[src/rtl/uolt_pkg.sv]
`timescale 1ns / 1ps
// ----------------------------------------------------------------------------
// uolt_pkg
// Shared types and codes for the unique ordered list table.
// ----------------------------------------------------------------------------
package uolt_pkg;

    // position width inside the cell row; covers the largest supported capacity
    localparam int POS_W = 11;

    typedef enum logic [2:0] {
        ACT_READ_AT      = 3'd0,
        ACT_CONTAINS     = 3'd1,
        ACT_INSERT_AT    = 3'd2,
        ACT_INSERT_BACK  = 3'd3,
        ACT_REMOVE_AT    = 3'd4,
        ACT_REMOVE_VALUE = 3'd5,
        ACT_POP_BACK     = 3'd6,
        ACT_CLEAR        = 3'd7
    } action_t;

    typedef enum logic [1:0] {
        STAT_OK     = 2'd0,
        STAT_REJECT = 2'd1,
        STAT_FULL   = 2'd2
    } status_t;

    typedef enum logic [0:0] {
        FSM_IDLE  = 1'b0,
        FSM_APPLY = 1'b1
    } fsm_state_t;

    typedef enum logic [1:0] {
        CELL_HOLD   = 2'd0,
        CELL_INSERT = 2'd1,
        CELL_DELETE = 2'd2
    } cell_op_t;

    // update command broadcast along the row
    typedef struct packed {
        cell_op_t          op;
        logic [POS_W-1:0]  pos;
    } cell_ctl_t;

    // lookup strobe broadcast along the row when a request beat arrives
    typedef struct packed {
        logic              capture;
        logic [POS_W-1:0]  pick;   // position whose data is gathered
        logic [POS_W-1:0]  count;  // entries currently held
    } probe_t;

endpackage

[src/rtl/uolt_cell.sv]
`timescale 1ns / 1ps
// ----------------------------------------------------------------------------
// uolt_cell
// One list slot: holds an entry, compares it against the probe value and
// shifts to/from its neighbors on insert and delete.
// ----------------------------------------------------------------------------
module uolt_cell import uolt_pkg::*; #(
    parameter int DATA_WIDTH = 32,
    parameter int INDEX      = 0
) (
    input  logic                  aclk,
    input  probe_t                probe,
    input  cell_ctl_t             ctl,
    input  logic [DATA_WIDTH-1:0] cmp_value,
    input  logic [DATA_WIDTH-1:0] ins_value,
    input  logic [DATA_WIDTH-1:0] left_data,
    input  logic [DATA_WIDTH-1:0] right_data,
    output logic [DATA_WIDTH-1:0] data_q,
    output logic                  match_q,
    output logic [DATA_WIDTH-1:0] rd_part
);

    localparam logic [POS_W-1:0] MY_IDX = POS_W'(INDEX);

    logic [DATA_WIDTH-1:0] data_reg, data_next;
    logic                  match_reg, match_next;
    logic                  pick_reg, pick_next;

    always_comb begin
        data_next = data_reg;
        case (ctl.op)
            CELL_INSERT: begin
                if (MY_IDX == ctl.pos) begin
                    data_next = ins_value;
                end else if (MY_IDX > ctl.pos) begin
                    data_next = left_data;
                end
            end
            CELL_DELETE: begin
                if (MY_IDX >= ctl.pos) begin
                    data_next = right_data;
                end
            end
            default: begin
                data_next = data_reg;
            end
        endcase
    end

    // only live slots may report a match
    always_comb begin
        match_next = match_reg;
        pick_next  = pick_reg;
        if (probe.capture) begin
            match_next = (MY_IDX < probe.count) && (data_reg == cmp_value);
            pick_next  = (MY_IDX == probe.pick);
        end
    end

    always_ff @(posedge aclk) begin
        data_reg  <= data_next;
        match_reg <= match_next;
        pick_reg  <= pick_next;
    end

    assign data_q  = data_reg;
    assign match_q = match_reg;
    assign rd_part = pick_reg ? data_reg : '0;

endmodule

[config.mk]
export PLATFORM = sky130hd
export DESIGN_NAME = uolt_cell
export DESIGN_NICKNAME = d
export VERILOG_FILES = /design/src/rtl/uolt_pkg.sv /design/src/rtl/uolt_cell.sv
export SDC_FILE = /design/constraint.sdc
export NUM_CORES = 1
export LEC_CHECK = 0
export ABC_AREA = 0
export ABC_CLOCK_PERIOD_IN_PS = 3900
export BUFFER_PORTS_ARGS = -buffer_cell sky130_fd_sc_hd__buf_2
export CAP_MARGIN = 20
export CORE_ASPECT_RATIO = 0.5
export CORE_MARGIN = 3
export CORE_UTILIZATION = 37
export DETAILED_ROUTE_END_ITERATION = 10
export GPL_TIMING_DRIVEN = 0
export PLACE_DENSITY = 0.8
export SYNTH_ARGS = -nofsm -noshare
export SYNTH_HDL_FRONTEND = slang
export SYNTH_SLANG_ARGS = --single-unit
[constraint.sdc]
create_clock -name aclk -period 3.9 [get_ports aclk]
set_input_delay 0.78 -clock aclk [delete_from_list [all_inputs] [get_ports aclk]]
set_output_delay 0.78 -clock aclk [all_outputs]
set_load 0.005 [all_outputs]
==> results.md, run 1 <==
- Outcome: finished, final reports clean
- Hold slack: between 0.7 and 0.8 ns
- Layout cells sized above 1: between 40% and 50%
- Area Growth Syn to Fin: 61.1%
- Largest net degree at the start of global routing: 25
- Final worst path period need: around 2.4 ns
- GR Util All Layers: 22.7%
- Avg Inst Size Synth: 8.65 µm²
- CP arrival: 2.36 ns
- Commonest non-fill, non-tap cells in the layout: buf_2 (229), nand2_1 (65), edfxtp_1 (34)
- Total routed wirelength: between 8000 and 9000 µm
- Total setup buffers inserted after CTS: 0
- Flops & latches, synth: 34
- Clock Root Buffer: clkbuf_16
- I/O pins: 230
- Unrepaired setup endpoints after global routing: no
- HP Start: probe[22]
- Peak VDD IR: ~0.00016 V
- PnR worst setup slack: ~1.5 ns
- Setup crit start kind: input pin
- Vias/cell: 4.80
- Vias: 2839
- Post-Syn Area: 2330 µm²
- Post-route DRC: 0
- Setup crit end kind: register
- WHS Path Cells: 1
- Final period utilization: 61.3%
- CTS clk-pin slew, worst paths: 0.05 ns
- CTS tree: built
- Global route overflow: 0
- Core Util, Final: 65.1%
- # port buffers: 229
- First-pass GRT wire length: 13500 µm
- Synth area leader: edfxtp_1
- Most common cell after layout, fill and taps aside: buf_2
- Seq/Total Area, Yosys: 43.7%
- CTS resizes: 0
- Syn Inst Count: 270
- Initial drt markers: 119
- TritonCTS sink count: 34
- Worst reg2reg path depth: 4
- FF-to-FF End: match_q$_DFFE_PP_
- Kind of critical path: in -> reg
- Number of fillers in the final layout: between 500 and 600
- Relative slew slack: 62.9%
- Worst skew pair latency: around 0.27 ns
- CTS max path bufs: 2
- FF-to-FF Start: data_q[26]$_DFFE_PP_
- # setup viols final: 0
- Pins Over Slew Limit: 0
- Antenna-violating nets left: 0
- Drt first pass iters: 4
- Max-Cap Viols: 0
- Max FFs per register: 32
- Critical Path End: data_q[19]$_DFFE_PP_
- WL per Instance: roughly 15 µm
- Yosys warning count: 0
- CTS buffer count: 5
- Hold Crit Class: in -> reg
- Rows: 19
- Post-DP HPWL: 7380 µm
- Worst slack, placed: 1.20 ns
- Initial core utilization: 40.4%
- Power Density: 250 nW/µm²
- Core ar.: 5780 µm²
- Reg2reg setup slack: 2.19 ns
- Area share of the largest cell type after synthesis: 43.7%
- Crit-path max FO: 24
- Leakage: roughly 0.0019 µW
- Worst-margin pin slew: approximately 0.56 ns
- Layout Nets: 672
- Worst path required time: 3.88 ns
- Number of global-route vias before repair: 2720
- Main area contributors after synthesis: edfxtp_1 (44%), nand2_1 (10%), xor2_1 (9.0%), a31oi_1 (8.6%), and2_1 (8.6%)
- Fin Clk Skew: 0.00235 ns
- Die Width: roughly 120 µm
- Antenna cells: 0
- Achievable Freq: 419 MHz
- Hold Violations, Final: 0
- Synthesized net count: 435
- Initial antenna violation count: 0
- Synth unique cells: 19
- Crit. Startpoint: ctl[4]
- Die area: 7360 µm²
- CTS H-tree lvls: 2
- Chip height: a little over 60 µm
- Placer congestion estimate: 0.878
- Hold buffers post-CTS: 0
cells in the mapped netlist, drive strengths merged:
master,count
nand2b,2
xor2,24
xnor2,8
a31oi,32
a21oi,1
nor4,14
edfxtp,34
clkbuf,12
nor3,2
and3,1
buf,5
nand3,3
nor2,32
nand2,65
nand4,3
and2,32
metrics by stage:
step | power, µW | instances | area, µm² | setup TNS, ns
after floorplan | 473 | 270 | 2330 | 0
after global placement | 576 | 583 | 3590 | -18.55
after detailed placement | 580 | 584 | 3620 | 0
after CTS | 947 | 592 | 3760 | 0
after global routing | 983 | 592 | 3760 | 0
final | 942 | 592 | 3760 | 0
report_power, final:
group	internal [µW]	leakage, µW	switching [µW]
clock network	233	0.0000683	136
registers	407	0.000314	1.48
logic	93.5	0.00147	71.6
kinds of logic (layout without fill, tap and decap cells):
family	Yosys count	after routing	synth area share, %
simple gates	154	154	31.1
flops	34	34	43.7
compound gates	33	33	8.79
xor+xnor	32	32	12.0
buf+inv	17	255	4.34
how the worst min path moves through the flow:
stage	slack (ns)	endpoint
floorplan	0.71	match_q$_DFFE_PP_
global placement	0.78	match_q$_DFFE_PP_
detailed placement	0.79	match_q$_DFFE_PP_
CTS	0.73	pick_reg$_DFFE_PP_
global route	0.73	pick_reg$_DFFE_PP_
finish	0.74	match_q$_DFFE_PP_
final cells by class:
type	count	area, µm²	share of cell area (%)
Buffer	17	101	2.69
Clock buffer	6	129	3.43
Clock inverter	2	8.76	0.233
Multi-Input combinational cell	219	1220	32.5
Sequential cell	34	1020	27.1
Tap cell	84	105	2.79
Timing Repair Buffer	230	1170	31.2
per-layer routing:
metal	global-route usage, %	up-vias	share of wire, %
li1	-	1407	-
met1	26.9	1301	39
met2	42.8	122	53
met3	4.26	9	7.1
met4	4.82	0	0.90
met5	0	-	0
critical path, stage by stage:
cell and delay, ns:
buf_2 0.10, nor4_2 0.28, nand3_1 0.26, clkbuf_1 0.32, a21oi_4 0.39, buf_16 0.23
(Power assumes the default switching activity.)
==> run 2, diff against run 1 <==
--- a/config.mk
+++ b/config.mk
@@ -6,15 +6,15 @@
 export NUM_CORES = 1
 export LEC_CHECK = 0
 export ABC_AREA = 0
-export ABC_CLOCK_PERIOD_IN_PS = 3900
+export ABC_CLOCK_PERIOD_IN_PS = 2000
 export BUFFER_PORTS_ARGS = -buffer_cell sky130_fd_sc_hd__buf_2
 export CAP_MARGIN = 20
 export CORE_ASPECT_RATIO = 0.5
 export CORE_MARGIN = 3
-export CORE_UTILIZATION = 37
+export CORE_UTILIZATION = 33
 export DETAILED_ROUTE_END_ITERATION = 10
 export GPL_TIMING_DRIVEN = 0
-export PLACE_DENSITY = 0.8
+export PLACE_DENSITY = 0.76
 export SYNTH_ARGS = -nofsm -noshare
 export SYNTH_HDL_FRONTEND = slang
 export SYNTH_SLANG_ARGS = --single-unit
==> constraint.sdc (replaced) <==
create_clock -name aclk -period 2 [get_ports aclk]
set_input_delay 0.4 -clock aclk [delete_from_list [all_inputs] [get_ports aclk]]
set_output_delay 0.4 -clock aclk [all_outputs]
set_load 0.005 [all_outputs]
==> results.md, run 2 (synthesized netlist as in run 1, its figures left out) <==
- Drt first pass iters: 4
- Worst skew pair latency: 0.27 ns
- Outcome: finished, final reports clean
- WL per Instance: approximately 15 µm
- Initial antenna violation count: 0
- Hold slack: 0.356 ns
- Leakage: ~0.0019 µW
- Setup crit end kind: register
- # port buffers: between 200 and 250
- CTS buffer count: 5
- CTS tree: built
- Hold Violations, Final: 0
- Core ar.: 6460 µm²
- Final worst path period need: 1.89 ns
- Vias: 2860
- Power Density: around 490 nW/µm²
- Number of global-route vias before repair: 2670
- Setup crit start kind: input pin
- Die area: 8180 µm²
- Global route overflow: 0
- Achievable Freq: between 500 and 600 MHz
- Fin Clk Skew: 0.00345 ns
- Max FFs per register: 32
- Crit-path max FO: 16
- Worst Path Buf+Inv: 3
- Layout cells sized above 1: 48.5%
- GR Util All Layers: 20.7%
- CP arrival: 1.80 ns
- Area after DPL: 3630 µm²
- Power, Total: between 1500 and 2000 µW
- # setup viols final: 0
- Unrepaired setup endpoints after global routing: no
- Kind of critical path: in -> reg
- Critical-path top delay cell: a21oi_4
- Largest net degree at the start of global routing: 17
- Crit-path leading delay family: buffers and inverters
- TritonCTS sink count: 34
- CP peak stage delay: 0.55 ns
- Hold buffers post-CTS: 0
- Chip height: 65.5 µm
- Die Width: 125 µm
- Final Instance Area: roughly 3800 µm²
- First-pass GRT wire length: 13300 µm
- I/O pins: 230
- Post-route DRC: 0
- Post-DP HPWL: 7610 µm
- Final period utilization: 94.4%
- Layout Nets: between 600 and 700
- Reg2reg setup slack: 0.45 ns
- CTS clk-pin slew, worst paths: around 0.05 ns
- Worst path required time: 1.91 ns
- Commonest non-fill, non-tap cells in the layout: buf_2 (229), nand2_1 (65), edfxtp_1 (34)
- Worst-margin pin slew: 0.640 ns
- Area Growth Syn to Fin: 63.3%
- Total routed wirelength: 9220 µm
- CTS H-tree lvls: 2
- Clock Root Buffer: clkbuf_16
- Placed cell count: 587
- Hold Crit Class: in -> reg
- Relative slew slack: 57.4%
- Initial core utilization: a little over a third
- Vias/cell: 4.79
- Crit path cell chain: buf_2 > nand2b_1 > clkbuf_1 > buf_1 > a21oi_4
- Final std cells w/o fill: 597
- Rows: 20
- Core Util, Final: 59.1%
- Max-Cap Viols: 0
- Antenna-violating nets left: 0
- Antenna cells: 0
- Placer congestion estimate: 0.906
- Initial drt markers: 150
- CTS max path bufs: 2
- Pins Over Slew Limit: 0
- Peak VDD IR: between 0.0003 and 0.0004 V
- Most common cell after layout, fill and taps aside: buf_2
==> run 2: changes by cell type in the layout (fill, tap and decap cells not counted), sizes merged <==
cell | before | now
a21oi | 1 | 2
clkbuf | 18 | 17
clkinvlp | 0 | 1
==> run 2: repair_timing <==
item	CTS	global route
gates cloned	1	0
resized for setup	1	0
buffers inserted	0	1
pin swaps	1	1
endpoints found under the setup margin	32	16
==> run 2: final cells by class <==
type / count / area (µm²)
fillers: 621 / 2640
multi-input cells: 220 / 1260
repair buffers: 230 / 1170
flip-flops and latches: 34 / 1020
clock buffers: 5 / 125
plain buffers: 17 / 111
well taps: 88 / 110
clock inverters: 3 / 16.3
==> run 2: worst paths after layout <==
kind	from	endpoint	cells past startpoint
worst max-delay path	ctl[11]	data_q[26]$_DFFE_PP_	5
worst max register to register	data_q[26]$_DFFE_PP_	match_q$_DFFE_PP_	4
worst min register to register	data_q[6]$_DFFE_PP_	match_q$_DFFE_PP_	3
worst min-delay path	probe[22]	match_q$_DFFE_PP_	1
==> run 2: power by group <==
group	switching [µW]	total, µW	internal, µW
Sequential	3.11	796	793
Clock	272	726	454
Combinational	146	330	184
==> run 2: worst reg2reg max path, stage by stage, from the launching register on <==
cell and delay [ns]:
edfxtp_1 0.49, xor2_1 0.20, nor4_1 0.27, nand3_1 0.12, nor4_1 0.27
==> run 2: per-layer routing <==
metal | vias up | global-route usage [%] | wire [µm] | part of all wire (%)
met5 | - | 0 | 0 | 0
met4 | 0 | 5.81 | 106 | 1.1
met3 | 10 | 4.55 | 540 | 5.9
met2 | 115 | 38.1 | 4800 | 52
met1 | 1319 | 24.8 | 3770 | 41
li1 | 1416 | - | - | -
==> run 2: through the flow <==
step	setup TNS (ns)	setup WS, ns
3_3_place_gp	-16.13	-0.505
3_5_place_dp	-16.10	-0.506
2_1_floorplan	0	0.0320
6_report	0	0.112
4_1_cts	0	0.0662
5_1_grt	0	0.0157
==> run 3, diff against run 2 <==
--- a/config.mk
+++ b/config.mk
@@ -6,15 +6,16 @@
 export NUM_CORES = 1
 export LEC_CHECK = 0
 export ABC_AREA = 0
-export ABC_CLOCK_PERIOD_IN_PS = 2000
+export ABC_CLOCK_PERIOD_IN_PS = 1800
 export BUFFER_PORTS_ARGS = -buffer_cell sky130_fd_sc_hd__buf_2
 export CAP_MARGIN = 20
 export CORE_ASPECT_RATIO = 0.5
 export CORE_MARGIN = 3
-export CORE_UTILIZATION = 33
+export CORE_UTILIZATION = 37
 export DETAILED_ROUTE_END_ITERATION = 10
 export GPL_TIMING_DRIVEN = 0
-export PLACE_DENSITY = 0.76
+export PLACE_DENSITY = 0.8
+export SETUP_SLACK_MARGIN = 0.05
 export SYNTH_ARGS = -nofsm -noshare
 export SYNTH_HDL_FRONTEND = slang
 export SYNTH_SLANG_ARGS = --single-unit
==> constraint.sdc (replaced) <==
create_clock -name aclk -period 1.8 [get_ports aclk]
set_input_delay 0.36 -clock aclk [delete_from_list [all_inputs] [get_ports aclk]]
set_output_delay 0.36 -clock aclk [all_outputs]
set_load 0.005 [all_outputs]
==> results.md, run 3 (synthesized netlist as in run 1, its figures left out) <==
- Outcome: finished, final reports clean
- Initial antenna violation count: 0
- Drt first pass iters: 4
- Vias: ~2800
- Crit path cell chain: xor2_1 > nor4_1 > nand3_1 > nor4_2
- Worst skew pair latency: 0.27 ns
- Int Power: 1590 µW
- Total routed wirelength: 9020 µm
- Post-route DRC: 0
- PnR worst setup slack: 0.149 ns
- Post-DP HPWL: 7350 µm
- Peak VDD IR: 0.000347 V
- Vias/cell: 4.78
- Area Growth Syn to Fin: 63.8%
- Hold Violations, Final: 0
- Largest net degree at the start of global routing: 17
- Placer congestion estimate: 0.870
- Initial drt markers: 144
- Kind of critical path: reg -> reg
- Final worst path period need: approximately 1.7 ns
- # setup viols final: 0
- Combinational power share: 18.0%
- Fin Clk Skew: 0.00365 ns
- Setup crit start kind: register
- Worst path required time: 1.87 ns
- First-pass GRT wire length: 13900 µm
- Leakage: approximately 0.0019 µW
- Sequential share of power: a little over two fifths
- Global route overflow: 0
- Switching component of the power: between 400 and 500 µW
- Antenna cells: 0
- CP arrival: ~1.7 ns
- Max-Cap Viols: 0
- Number of fillers in the final layout: 541
- Achievable Freq: 606 MHz
- Number of global-route vias before repair: 2835
- CTS tree: built
- Setup crit end kind: register
- Clk network pwr share: 38.9%
- Initial core utilization: 40.4%
- Die area: 7360 µm²
- Hold slack: a little over 0.3 ns
- Crit-path max FO: 3
- Commonest non-fill, non-tap cells in the layout: buf_2 (230), nand2_1 (65), edfxtp_1 (34)
- GR Util All Layers: 23.3%
- Relative slew slack: ~62%
- Antenna-violating nets left: 0
- CTS clk-pin slew, worst paths: 0.05 ns
- Setup total negative slack: 0 ns
- Pins Over Slew Limit: 0
- CTS max path bufs: 2
- Reg2reg setup slack: about 0.15 ns
- I/O pins: 230
- Chip height: 62.2 µm
- CP peak stage delay: 0.49 ns
- Clock Root Buffer: clkbuf_16
- Worst-margin pin slew: 0.572 ns
- Sw Ratio: between 20% and 30%
- TritonCTS sink count: 34
- CTS H-tree lvls: 2
- Layout cells sized above 1: 49.4%
- Worst slack, placed: -0.731 ns
- # port buffers: 229
- Most common cell after layout, fill and taps aside: buf_2
- Max FFs per register: 32
- Unrepaired setup endpoints after global routing: no
- CTS buffer count: 5
- WL per Instance: between 15 and 20 µm
- Core ar.: 5780 µm²
- Rows: 19
- Final period utilization: between 90% and 100%
- Power Density: approximately 540 nW/µm²
- Die Width: approximately 120 µm
- Core Util, Final: 66.2%
- Critical-path top delay cell: edfxtp_1
- Power, Total: 2050 µW
- Hold Crit Class: in -> reg
- Layout Nets: 675
## run 3: cell count changes in the layout (fill, tap and decap cells not counted)
cell and change:
buf_4 +2, nor4_2 +1, clkbuf_2 +3, clkinvlp_4 -1
buf_2 +1, clkinv_2 -1, clkinv_1 -1, clkbuf_1 -1
buf_1 -1, nor4_1 -1
## run 3: layout make-up
type                    count  area [µm²]  area share, %
flip-flops and latches     34        1020           26.7
repair buffers            232        1180           30.9
multi-input cells         220        1270           33.2
plain buffers              17         116           3.04
well taps                  84         105           2.75
clock buffers               7         133           3.47
## run 3: path summary, 6_finish.rpt
| kind | start | end | cells past startpoint |
|---|---|---|---|
| min reg2reg | data_q[6]$_DFFE_PP_ | match_q$_DFFE_PP_ | 3 |
| max | data_q[26]$_DFFE_PP_ | match_q$_DFFE_PP_ | 4 |
| min | probe[22] | pick_reg$_DFFE_PP_ | 1 |
| max reg2reg | data_q[26]$_DFFE_PP_ | match_q$_DFFE_PP_ | 4 |
## run 3: power groups by stage
stage               clock network (µW)  logic (µW)  registers, µW
finish                             796         369            884
global route                       837         408            884
CTS                                805         369            884
detailed placement                   0         364            900
global placement                     0         356            900
floorplan                            0         130            898
## run 3: routing by layer
layer / part of all wire, % / global-route usage [%] / vias up
met5: 0 / 0 / -
met4: 0.43 / 3.80 / 0
met3: 7.0 / 4.62 / 4
met2: 52 / 43.8 / 118
met1: 40 / 28.2 / 1304
li1: - / - / 1414
## run 3: per-stage QoR
stage                     cell area, µm²  instances
after floorplan                     2380        270
after global placement              3630        583
after detailed placement            3630        583
after CTS                           3820        594
after global routing                3820        594
final                               3820        594
## run 3: what timing repair did
item | CTS | global route
pin swaps | 2 | 0
cloned | 1 | 0
hold endpoints to repair | 0 | 0
setup buffers | 3 | 0
endpoints found under the setup margin | 44 | 10
hold buffers | 0 | 0
gates resized for setup | 5 | 2
## run 3: worst max-delay path, delay by kind of cell, from the launching register on
kind / cells / cell delay, ns
and+or+nand+nor: 3 / 0.75
xor gates and xnor gates: 1 / 0.20
DFF: 1 / 0.49
